==> src/rtl/mexp_pkg.sv <==
`timescale 1ns / 1ps
// Package for the modular exponentiation block: field widths, the reset value
// of the modulus and the request type of the shared multiply-reduce unit.
// Depends on nothing.
package mexp_pkg;

  localparam int unsigned MOD_W    = 32;          // modulus and residue width
  localparam int unsigned FIELD_W  = 63;          // base and exponent width
  localparam int unsigned PROD_W   = 2 * MOD_W;   // full product width
  localparam int unsigned DIV_W    = MOD_W + 1;   // divisor width, holds 2^32
  localparam int unsigned RED_BITS = 4;           // quotient bits per cycle
  localparam int unsigned RED_STEPS = PROD_W / RED_BITS;
  localparam int unsigned RED_CNT_W = $clog2(RED_STEPS);

  localparam logic [MOD_W-1:0] MODULUS_RESET = 32'd1000000007;

  // Request to the multiply-reduce unit: start pulses for one cycle; mul
  // selects a product of the two operands, otherwise the wide operand is
  // reduced as it is.
  typedef struct packed {
    logic start;
    logic mul;
  } mm_req_t;

endpackage

==> src/rtl/mexp_in_if.sv <==
`timescale 1ns / 1ps
// Input channel of the modular exponentiation block: valid, ready, base and
// exponent. Depends on mexp_pkg.
interface mexp_in_if;
  logic                          valid;
  logic                          ready;
  logic [mexp_pkg::FIELD_W-1:0]  base;
  logic [mexp_pkg::FIELD_W-1:0]  exponent;

  modport source (output valid, output base, output exponent, input ready);
  modport sink   (input valid, input base, input exponent, output ready);
endinterface

==> src/rtl/mexp_out_if.sv <==
`timescale 1ns / 1ps
// Output channel of the modular exponentiation block: valid, ready and the
// result power_mod. Depends on mexp_pkg.
interface mexp_out_if;
  logic                        valid;
  logic                        ready;
  logic [mexp_pkg::MOD_W-1:0]  power_mod;

  modport source (output valid, output power_mod, input ready);
  modport sink   (input valid, input power_mod, output ready);
endinterface

==> src/rtl/mexp_modmul.sv <==
`timescale 1ns / 1ps
// Shared multiply-reduce unit: one 32x32 multiply, then a restoring
// remainder over the 64-bit product (or over x_i as it is, without the
// multiply), RED_BITS quotient bits per cycle. Depends on mexp_pkg.
module mexp_modmul (
  input  logic                          clk_i,
  input  logic                          rst_ni,
  input  mexp_pkg::mm_req_t             req_i,
  input  logic [mexp_pkg::MOD_W-1:0]    a_i,
  input  logic [mexp_pkg::MOD_W-1:0]    b_i,
  input  logic [mexp_pkg::PROD_W-1:0]   x_i,
  input  logic [mexp_pkg::DIV_W-1:0]    div_i,
  output logic                          done_o,
  output logic [mexp_pkg::MOD_W-1:0]    res_o
);
  import mexp_pkg::*;

  typedef enum logic [1:0] {U_IDLE, U_MUL, U_RED} unit_state_e;

  unit_state_e          state_q;
  logic [MOD_W-1:0]     a_q, b_q;
  logic [PROD_W-1:0]    num_q, num_d;
  logic [MOD_W-1:0]     rem_q, rem_d;
  logic [RED_CNT_W-1:0] cnt_q;
  logic                 done_q;
  logic [PROD_W-1:0]    prod_w;

  assign prod_w = a_q * b_q;

  // RED_BITS steps of shift-in, compare and subtract. The remainder stays
  // below the divisor, so it fits MOD_W bits even for a divisor of 2^32.
  always_comb begin
    logic [DIV_W-1:0] trial;
    rem_d = rem_q;
    num_d = num_q;
    trial = '0;
    for (int k = 0; k < RED_BITS; k++) begin
      trial = {rem_d, num_d[PROD_W-1]};
      num_d = num_d << 1;
      if (trial >= div_i) begin
        trial = trial - div_i;
      end
      rem_d = trial[MOD_W-1:0];
    end
  end

  always_ff @(posedge clk_i or negedge rst_ni) begin
    if (!rst_ni) begin
      state_q <= U_IDLE;
      a_q     <= '0;
      b_q     <= '0;
      num_q   <= '0;
      rem_q   <= '0;
      cnt_q   <= '0;
      done_q  <= 1'b0;
    end else begin
      done_q <= (state_q == U_RED) && (cnt_q == RED_CNT_W'(RED_STEPS - 1));
      case (state_q)
        U_IDLE: begin
          if (req_i.start) begin
            if (req_i.mul) begin
              a_q     <= a_i;
              b_q     <= b_i;
              state_q <= U_MUL;
            end else begin
              num_q   <= x_i;
              rem_q   <= '0;
              cnt_q   <= '0;
              state_q <= U_RED;
            end
          end
        end
        U_MUL: begin
          num_q   <= prod_w;
          rem_q   <= '0;
          cnt_q   <= '0;
          state_q <= U_RED;
        end
        U_RED: begin
          num_q <= num_d;
          rem_q <= rem_d;
          cnt_q <= cnt_q + RED_CNT_W'(1);
          if (cnt_q == RED_CNT_W'(RED_STEPS - 1)) begin
            state_q <= U_IDLE;
          end
        end
        default: state_q <= U_IDLE;
      endcase
    end
  end

  assign done_o = done_q;
  assign res_o  = rem_q;

endmodule

==> src/rtl/modular_exponentiation.sv <==
`timescale 1ns / 1ps
// Top level of the modular exponentiation block: sequencer, modulus register
// and output register around the shared multiply-reduce unit.
// Depends on mexp_pkg, mexp_in_if, mexp_out_if and mexp_modmul.

// Computes base^exponent mod modulus by right-to-left square-and-multiply.
// One beat on the input channel carries a base and an exponent; one beat on
// the output channel returns power_mod. The modulus is a 32-bit register
// written through cfg_we_i / cfg_wdata_i; the user must write it only while
// the block is idle, as the block itself does not enforce this. It resets to
// 1000000007, and a modulus of zero acts as 2^32 (the low 32 bits are kept).
// An exponent of zero returns 1 for every modulus. Only the low EXP_BITS bits
// of the exponent are used. All arithmetic runs through one shared unit that
// multiplies two 32-bit residues and then reduces the 64-bit product 4
// quotient bits at a time. An item costs one base reduction, one squaring
// for each exponent bit below the highest set one, and one multiplication
// for each set bit. The input is not ready while an item is in progress; a
// finished result waits in the output register, and the next item is
// accepted meanwhile.
module modular_exponentiation #(
  parameter int unsigned EXP_BITS = 63
) (
  input  logic                          clk_i,
  input  logic                          rst_ni,
  input  logic                          cfg_we_i,
  input  logic [mexp_pkg::MOD_W-1:0]    cfg_wdata_i,
  mexp_in_if.sink                       in_i,
  mexp_out_if.source                    out_o
);
  import mexp_pkg::*;

  // Mask that keeps the exponent bits the block honors.
  localparam logic [FIELD_W-1:0] EXP_MASK =
    FIELD_W'((64'd1 << EXP_BITS) - 64'd1);

  typedef enum logic [2:0] {S_IDLE, S_BASE, S_STEP, S_MUL, S_SQ} seq_state_e;

  seq_state_e         state_q;
  logic [MOD_W-1:0]   modulus_q;
  logic [FIELD_W-1:0] base_q;
  logic [FIELD_W-1:0] exp_q;
  logic [MOD_W-1:0]   acc_q;     // running result
  logic [MOD_W-1:0]   sq_q;      // current power of the base
  logic               sel_acc_q; // first operand: running result or power
  mm_req_t            req_q;
  logic               out_vld_q;
  logic [MOD_W-1:0]   power_q;

  logic               mm_done;
  logic [MOD_W-1:0]   mm_res;
  logic [DIV_W-1:0]   divisor;
  logic [MOD_W-1:0]   op_a;
  logic               item_done;

  // A modulus of zero stands for 2^32, which the 33-bit divisor holds.
  assign divisor = {(modulus_q == '0), modulus_q};
  assign op_a    = sel_acc_q ? acc_q : sq_q;

  // The item is finished and its result can move into the output register,
  // which is either empty or being emptied in this cycle.
  assign item_done = (state_q == S_STEP) && (exp_q == '0) &&
                     (!out_vld_q || out_o.ready);

  mexp_modmul u_modmul (
    .clk_i  (clk_i),
    .rst_ni (rst_ni),
    .req_i  (req_q),
    .a_i    (op_a),
    .b_i    (sq_q),
    .x_i    ({{(PROD_W - FIELD_W){1'b0}}, base_q}),
    .div_i  (divisor),
    .done_o (mm_done),
    .res_o  (mm_res)
  );

  // Sequencer. Each exponent bit is consumed from the bottom of exp_q: a set
  // bit first folds the current power into the running result, then the
  // power is squared and the exponent shifted. The loop ends as soon as no
  // set bit remains, and the squaring after the last set bit is skipped.
  always_ff @(posedge clk_i or negedge rst_ni) begin
    if (!rst_ni) begin
      state_q   <= S_IDLE;
      modulus_q <= MODULUS_RESET;
      base_q    <= '0;
      exp_q     <= '0;
      acc_q     <= '0;
      sq_q      <= '0;
      sel_acc_q <= 1'b0;
      req_q     <= '0;
      out_vld_q <= 1'b0;
      power_q   <= '0;
    end else begin
      if (cfg_we_i) begin
        modulus_q <= cfg_wdata_i;
      end
      if (item_done) begin
        out_vld_q <= 1'b1;
      end else if (out_vld_q && out_o.ready) begin
        out_vld_q <= 1'b0;
      end
      case (state_q)
        S_IDLE: begin
          if (in_i.valid) begin
            base_q    <= in_i.base;
            exp_q     <= in_i.exponent & EXP_MASK;
            acc_q     <= MOD_W'(1);
            req_q     <= '{start: 1'b1, mul: 1'b0};
            state_q   <= S_BASE;
          end else begin
            req_q     <= '0;
          end
        end
        S_BASE: begin
          req_q <= '0;
          if (mm_done) begin
            sq_q    <= mm_res;
            state_q <= S_STEP;
          end
        end
        S_STEP: begin
          if (exp_q == '0) begin
            // Done; hand over once the output register is free.
            req_q <= '0;
            if (item_done) begin
              power_q <= acc_q;
              state_q <= S_IDLE;
            end
          end else if (exp_q[0]) begin
            sel_acc_q <= 1'b1;
            req_q     <= '{start: 1'b1, mul: 1'b1};
            state_q   <= S_MUL;
          end else begin
            sel_acc_q <= 1'b0;
            req_q     <= '{start: 1'b1, mul: 1'b1};
            state_q   <= S_SQ;
          end
        end
        S_MUL: begin
          if (mm_done) begin
            acc_q <= mm_res;
            if (exp_q[FIELD_W-1:1] == '0) begin
              req_q   <= '0;
              exp_q   <= '0;
              state_q <= S_STEP;
            end else begin
              sel_acc_q <= 1'b0;
              req_q     <= '{start: 1'b1, mul: 1'b1};
              state_q   <= S_SQ;
            end
          end else begin
            req_q <= '0;
          end
        end
        S_SQ: begin
          req_q <= '0;
          if (mm_done) begin
            sq_q    <= mm_res;
            exp_q   <= exp_q >> 1;
            state_q <= S_STEP;
          end
        end
        default: begin
          req_q   <= '0;
          state_q <= S_IDLE;
        end
      endcase
    end
  end

  assign in_i.ready      = (state_q == S_IDLE);
  assign out_o.valid     = out_vld_q;
  assign out_o.power_mod = power_q;

  // An accepted beat leaves the block busy in the next cycle.
  assert property (@(posedge clk_i) disable iff (!rst_ni)
    (in_i.valid && in_i.ready) |=> !in_i.ready)
    else $error("input still ready after a beat was accepted");

  // The shared unit only finishes while the sequencer waits for it.
  assert property (@(posedge clk_i) disable iff (!rst_ni)
    mm_done |-> (state_q == S_BASE || state_q == S_MUL || state_q == S_SQ))
    else $error("multiply-reduce result arrived with no operation pending");

  // A new result only appears when the sequencer has finished an item.
  assert property (@(posedge clk_i) disable iff (!rst_ni)
    $rose(out_o.valid) |-> ($past(state_q == S_STEP) && state_q == S_IDLE))
    else $error("result raised outside the end of an item");

  // Requests to the shared unit are single-cycle pulses.
  assert property (@(posedge clk_i) disable iff (!rst_ni)
    req_q.start |=> !req_q.start)
    else $error("multiply-reduce request held for more than one cycle");

endmodule

==> src/flat_wrapper.sv <==
// flat-port wrapper written by rule: the top's interface ports become plain ports
module modular_exponentiation_flat import mexp_pkg::*;
#(
  parameter int unsigned EXP_BITS = 63
)
  (clk_i, rst_ni, cfg_we_i, cfg_wdata_i, in_i_valid, in_i_base, in_i_exponent, in_i_ready, out_o_valid, out_o_power_mod, out_o_ready);
  mexp_in_if in_i_i ();
  mexp_out_if out_o_i ();
  input  logic clk_i;
  input  logic rst_ni;
  input  logic cfg_we_i;
  input  logic [mexp_pkg::MOD_W-1:0] cfg_wdata_i;
  input wire logic [$bits(in_i_i.valid)-1:0] in_i_valid;
  input wire logic [$bits(in_i_i.base)-1:0] in_i_base;
  input wire logic [$bits(in_i_i.exponent)-1:0] in_i_exponent;
  output wire logic [$bits(in_i_i.ready)-1:0] in_i_ready;
  output wire logic [$bits(out_o_i.valid)-1:0] out_o_valid;
  output wire logic [$bits(out_o_i.power_mod)-1:0] out_o_power_mod;
  input wire logic [$bits(out_o_i.ready)-1:0] out_o_ready;
  assign in_i_i.valid = in_i_valid;
  assign in_i_i.base = in_i_base;
  assign in_i_i.exponent = in_i_exponent;
  assign in_i_ready = in_i_i.ready;
  assign out_o_valid = out_o_i.valid;
  assign out_o_power_mod = out_o_i.power_mod;
  assign out_o_i.ready = out_o_ready;
  modular_exponentiation #(.EXP_BITS(EXP_BITS)) u_core (.clk_i(clk_i), .rst_ni(rst_ni), .cfg_we_i(cfg_we_i), .cfg_wdata_i(cfg_wdata_i), .in_i(in_i_i), .out_o(out_o_i));
endmodule
==> config.mk <==
export PLATFORM = sky130hd
export DESIGN_NAME = modular_exponentiation_flat
export DESIGN_NICKNAME = d
export VERILOG_FILES = /design/src/rtl/mexp_pkg.sv /design/src/rtl/mexp_in_if.sv /design/src/rtl/mexp_out_if.sv /design/src/rtl/mexp_modmul.sv /design/src/rtl/modular_exponentiation.sv /design/src/flat_wrapper.sv
export SDC_FILE = /design/constraint.sdc
export NUM_CORES = 2
export LEC_CHECK = 0
export ABC_AREA = 1
export BUFFER_PORTS_ARGS = -buffer_cell sky130_fd_sc_hd__buf_2
export CORE_UTILIZATION = 60
export CTS_BUF_LIST = sky130_fd_sc_hd__clkbuf_8
export DETAILED_ROUTE_END_ITERATION = 10
export PLACE_DENSITY = 0.89
export SETUP_SLACK_MARGIN = 0.4
export SLEW_MARGIN = 30
export SYNTH_ARGS = -nofsm -noshare
export SYNTH_HDL_FRONTEND = slang
export SYNTH_HIERARCHICAL = 1
export SYNTH_SLANG_ARGS = --single-unit
export TNS_END_PERCENT = 20
==> constraint.sdc <==
create_clock -name clk_i -period 8.25 [get_ports clk_i]
set_clock_uncertainty 0.2 [all_clocks]
set_input_delay 0.825 -clock clk_i [delete_from_list [all_inputs] [get_ports clk_i]]
set_output_delay 0.825 -clock clk_i [all_outputs]
set_load 0.01 [all_outputs]
==> results, run 1 <==
- The run stopped with a tool error.
- The last stage reached is 5_1_grt.
- The first error in the log reads "[ERROR GRT-0232] Routing congestion too high. Check the congestion heatmap in the GUI".
- The width of the die is 326 µm.
- The top cell type by area accounts for 28.5% of the synthesized area.
- The H-tree was split into 3 levels.
- The flip-flop and latch count after synthesis is 428.
- The floorplan step set the die height to 326 µm.
- The total of warnings raised by yosys is 6.
- In the post-synthesis netlist, the biggest area contributors are sky130_fd_sc_hd__fa_1 29%, sky130_fd_sc_hd__dfrtp_1 16%, sky130_fd_sc_hd__nand2_1 14%, sky130_fd_sc_hd__inv_1 11%, sky130_fd_sc_hd__ha_1 7.9%.
- The global-route repair_timing pass left the worst setup endpoint at u_core/u_modmul/res_o[6]$_DFFE_PN0P_/D.
- The instance area after placement is 72000 µm².
- After the last repair the worst path ends at a sequential cell input.
- The final estimated routing congestion in global placement is 1.10.
- The predominant post-synthesis flop cell is sky130_fd_sc_hd__dfrtp_1.
- After synthesis, flip-flops and latches occupy 17.0% of the total area.
- Of all cell types, the one taking the most synthesized area is sky130_fd_sc_hd__fa_1.
- The average instance in the mapped netlist occupies 7.53 µm².
- The maximum count of clock buffers along a single path is 3.
- The starting density of the core is 60.7%.
- The tree built by TritonCTS fans out to 428 sinks.
- Synthesis produced a netlist with a net count of 9851.
- The half-perimeter wire length after placement is 210000 µm.
- The count of standard-cell rows is 118.
- The number of distinct library cell variants in the gate-level netlist after synthesis is 57.
- Entering global routing, the biggest net connects 144 pins.
- The number of I/O port buffers is 196.
- The number of synthesized flops with an enable pin is 0.
- The total congestion overflow after global routing is 186.
- The number of clock buffers added by TritonCTS is 75.
- Pin placement for this block handled 197 I/O pins.
- Synthesis produced 8389 cells.
- Of all flip-flops after synthesis, the portion carrying an async set or reset was 100%.
- The area of the mapped netlist is 63100 µm².
- In this run the clock root is driven by a sky130_fd_sc_hd__clkbuf_8.
- The overall track demand over capacity in global routing is 64.3%.
[timing repair]
item | in CTS
cloned | 13
hold buffers | 1
setup endpoints to repair | 73
pin swaps | 148
gates resized for setup | 584
endpoints found under the hold margin | 32
setup buffers | 65
[through the flow]
stage          utilization (%)  cells  setup WS [ns]
2_1_floorplan                -   8389          0.612
3_5_place_dp              69.2  10600         -0.957
4_1_cts                   74.1  10800        -0.0941
3_3_place_gp              69.2  10600         -0.852
[logic make-up after synthesis]
family	count (synthesis)	share of synthesized area [%]
multiplexers	191	3.41
AND/OR/NAND/NOR	3323	21.1
XOR/XNOR	85	1.18
AO/OA/AOI/OAI	883	7.68
buffers and inverters	2179	13.2
flip-flops	428	17.0
adder cells (fa/ha/maj)	1299	36.4
other	1	0.00594
[metal layers]
layer	GRT overflow	global-route usage, %
met1	11	65.2
met2	111	85.9
met3	4	42.1
met4	59	59.9
met5	1	26.8
[cell usage after synthesis, drive strengths merged (2+ instances only)]
cell type     n
clkbuf      332
a31oi        22
xor2         40
o21bai       20
buf          64
dfrtp       412
inv        1782
and2          4
fa          900
a21oi       372
nand2      2400
a211oi        2
a21o         19
o211ai       17
nand3       278
o21a         71
dfstp        16
or2          10
xnor2        45
and3          4
nand3b       24
nor4         21
nand2b        2
a21boi       10
o21ai       344
ha          399
mux2        191
nand4        51
nor3         41
nor2        487
==> run 2, diff against run 1 <==
- CORE_UTILIZATION: 60 -> 40
- CTS_BUF_LIST: sky130_fd_sc_hd__clkbuf_8 -> unset
- PLACE_DENSITY: 0.89 -> unset
- PLACE_DENSITY_LB_ADDON: unset -> 0.15
- SETUP_SLACK_MARGIN: 0.4 -> unset
- clock period: 8.25 -> 10.7 ns (I/O delays scaled with it)
==> run 2 against run 1 <==
Effect of this change:
- the flow now finishes without violations
- area after synthesis stayed put
- synthesized cell count stayed put
==> results, run 2 <==
- The run finished with clean final reports.
- The area of combinational cells with multiple inputs is 44200 µm².
- The worst-case hold slack is 0.102 ns.
- The routed design has 233000 µm of wire.
- In this run the worst hold path is classified as in -> async.
- Cells with a size suffix above 1 make up 11.7% of the layout.
- The area of the mapped netlist is 63100 µm² (unchanged).
- The number of antenna violations at the first check in global routing is 5.
- Entering global routing, the biggest net connects 127 pins.
- The total of warnings raised by yosys was 6 (unchanged).
- The sequential share of the synthesized area was 17.0% (unchanged).
- The number of distinct library cell variants in the gate-level netlist after synthesis is 57 (unchanged).
- The data arrival time at the worst-slack endpoint is 10.46 ns.
- The final critical path takes up 94.7% of the cycle.
- The number of maximum-capacitance violations is 0.
- The remaining antenna violation count after routing is 0.
- The maximum count of clock buffers along a single path is 3 (unchanged).
- The count of boundary I/O pins is 197 (unchanged).
- The total congestion overflow after global routing is 0.
- In the final routed layout, each cell accounts on average for 21.6 µm.
- The number of synthesized flops with an enable pin is 0 (unchanged).
- The count of standard-cell rows came to 145 (+23%).
- Across the whole layout, storage elements account for 10700 µm².
- The die covers 159000 µm².
- Ranked by total cell area, the synthesized netlist is headed by sky130_fd_sc_hd__fa_1 29%, sky130_fd_sc_hd__dfrtp_1 16%, sky130_fd_sc_hd__nand2_1 14%, sky130_fd_sc_hd__inv_1 11%, sky130_fd_sc_hd__ha_1 7.9%.
- The starting density of the core is 40.4% (-20 points).
- The path type of the worst setup path is reg -> reg.
- Counting stages on the worst path, the most repeated cell is sky130_fd_sc_hd__nand2_1.
- The count of unresolved DRC violations after routing is 0.
- The first routing iteration left 4531 violations.
- The library cells used most frequently in the layout, excluding fill and tap cells, are 2390 x sky130_fd_sc_hd__nand2_1, 1771 x sky130_fd_sc_hd__inv_1, 900 x sky130_fd_sc_hd__fa_1.
- The fmax is 98.7 MHz.
- The overall die height came to 399 µm (+22%).
- The post-synth net total came to 9851 (unchanged).
- The number of hold-slack violations in the final timing report was 0.
- The number of I/O port buffers is 196 (unchanged).
- The largest registers in the layout are u_core/u_modmul/num_q (64), u_core/base_q (63), u_core/exp_q (63).
- The top-area cell type share of the netlist area is 28.5% (unchanged).
- sky130_fd_sc_hd__fa_1 takes more of the synthesized area than any other cell.
- After the last flow step, the layout net total stands at 10200.
- The number of flip-flops under the largest register name is 64.
- The CTS buffer count was 51 (-32%).
- The filler cells instantiated in the layout total 16200.
- The delay of the slowest cell on the worst path is 0.43 ns.
- The required arrival time at the worst endpoint is 11.03 ns.
- The via count of the first global-routing pass is 56900.
- For this design, the slowest cell found on the critical path is sky130_fd_sc_hd__dfstp_2.
- The count of mapped cells out of synthesis is 8389 (unchanged).
- For the worst-skew pair, the clock arrives at the later sink with an insertion delay of 0.67 ns.
- The max-slew violation count is 0.
- The mean cell area of the mapped netlist is 7.53 µm² (unchanged).
- The area of the core is 156000 µm².
- Before antenna repair, the detailed router went through 7 iterations.
- The root buffer cell is sky130_fd_sc_hd__clkbuf_16.
- TritonCTS built the clock tree.
- The register with the highest flop count is u_core/u_modmul/num_q.
- The library cell used most frequently in the layout, excluding fill and tap cells, is sky130_fd_sc_hd__nand2_1.
- The critical-path maximum fanout is 22.
- The half-perimeter wire length after placement was 195000 µm (-7.2%).
- The flip-flop and latch count after synthesis was 428 (unchanged).
- The first-pass GRT wire length is 355000 µm.
- By count the netlist is led by 2393 x sky130_fd_sc_hd__nand2_1, 1773 x sky130_fd_sc_hd__inv_1, 900 x sky130_fd_sc_hd__fa_1, 477 x sky130_fd_sc_hd__nor2_1, 412 x sky130_fd_sc_hd__dfrtp_1.
- From synthesis to final layout, the design area changed by 11.6%.
- The most common cell in the netlist is sky130_fd_sc_hd__nand2_1.
- The total number of H-tree levels came to 2 (-1).
- The worst setup path is launched from a flop.
- The clock sink count is 428 (unchanged).
- Setup repair after global routing left no endpoint under its margin.
- The total of endpoints with negative setup slack in the final report is 0.
- The final estimated routing congestion in global placement is 1.02 (-7.5%).
- The hold buffer count at CTS is 0 (-1).
- Subtracting the final worst setup slack from the clock period gives 10.13 ns.
- The via count is 55500.
- Dividing the detail-routed via count by the number of cells gives 5.14.
- Among all flip-flop cells after synthesis, the most frequent one is sky130_fd_sc_hd__dfrtp_1.
- The slew of the pin with the lowest slew margin is 1.11 ns.
- The width of the die is 399 µm (+22%).
- The worst slew margin relative to its limit is 25.1%.
- The post-synthesis async set-or-reset flop share is 100% (unchanged).
- In the global route stage, overall resource usage came out at 29.6%.
- The final-layout setup total negative slack is 0 ns.
- The register clock-pin slew on the reported worst setup and hold paths is 0.06 ns.
- The worst setup path is captured at a flop.
run 2: cell families after synthesis:
family	after synthesis	share of synthesized area [%]
fa+ha+maj	1299	36.4
flops	428	17.0
simple gates	3323	21.1
mux	191	3.41
compound gates	883	7.68
other cells	1	0.00594
xor+xnor	85	1.18
buf+inv	2179	13.2
run 2: repair_timing:
item / CTS / global route
buffers inserted: 0 / 3
gates resized for setup: 0 / 17
setup endpoints to repair: 0 / 32
run 2: routing by layer:
metal | vias up | share of wire, % | GRT usage, %
li1 | 25800 | - | -
met4 | 2 | 3.8 | 9.79
met1 | 27600 | 42 | 39.0
met3 | 358 | 5.6 | 3.13
met5 | - | 0.0056 | 0
met2 | 1712 | 48 | 50.6
run 2: cell type report:
| class | instances | share of cell area, % |
|---|---|---|
| flip-flops and latches | 428 | 15.2 |
| clock buffers | 67 | 1.98 |
| repair buffers | 652 | 6.47 |
| clock inverters | 24 | 0.417 |
| diodes | 4 | 0.0142 |
| inverters | 1783 | 9.51 |
| well taps | 2058 | 3.66 |
| multi-input cells | 5782 | 62.7 |
run 2: final timing paths:
| path | slack (ns) | cells after the start | endpoint | from |
|---|---|---|---|---|
| setup / recovery | 0.57 | 53 | u_core/u_modmul/res_o[18] | u_core/modulus_q[1] |
| hold / removal | 0.10 | 1 | u_core/modulus_q[30] | rst_ni |
| setup reg to reg | 0.57 | 53 | u_core/u_modmul/res_o[18] | u_core/modulus_q[1] |
| hold reg to reg | 0.28 | 2 | u_core/u_modmul/num_q[54] | u_core/u_modmul/num_q[54] |
| max in group asynchronous | 8.41 | 3 | u_core/u_modmul/num_q[32] | rst_ni |
| min in group clk_i | 0.28 | 2 | u_core/u_modmul/num_q[54] | u_core/u_modmul/num_q[54] |
run 2: worst max-delay path: cells and delay by family, from the launching register on:
kind                     cells  cell delay (ns)
AND/OR/NAND/NOR             31             4.71
buffers and inverters       14             2.24
adder cells (fa/ha/maj)      4             1.55
AO/OA/AOI/OAI                4             0.85
flip-flops                   1             0.43
run 2: per-stage QoR:
stage,std cells,setup slack [ns],util [%],instance area [µm²]
floorplan,8389,3.06,-,63100
global placement,10700,0.141,43.9,68600
detailed placement,10700,0.0932,43.9,68600
CTS,10800,0.0613,45.0,70300
global route,10800,0.0184,45.0,70400
finish,10800,0.570,45.0,70400
Power of run 2 is not shown: default switching activity piles up to over one toggle a cycle in this logic, so the estimate is an artifact.
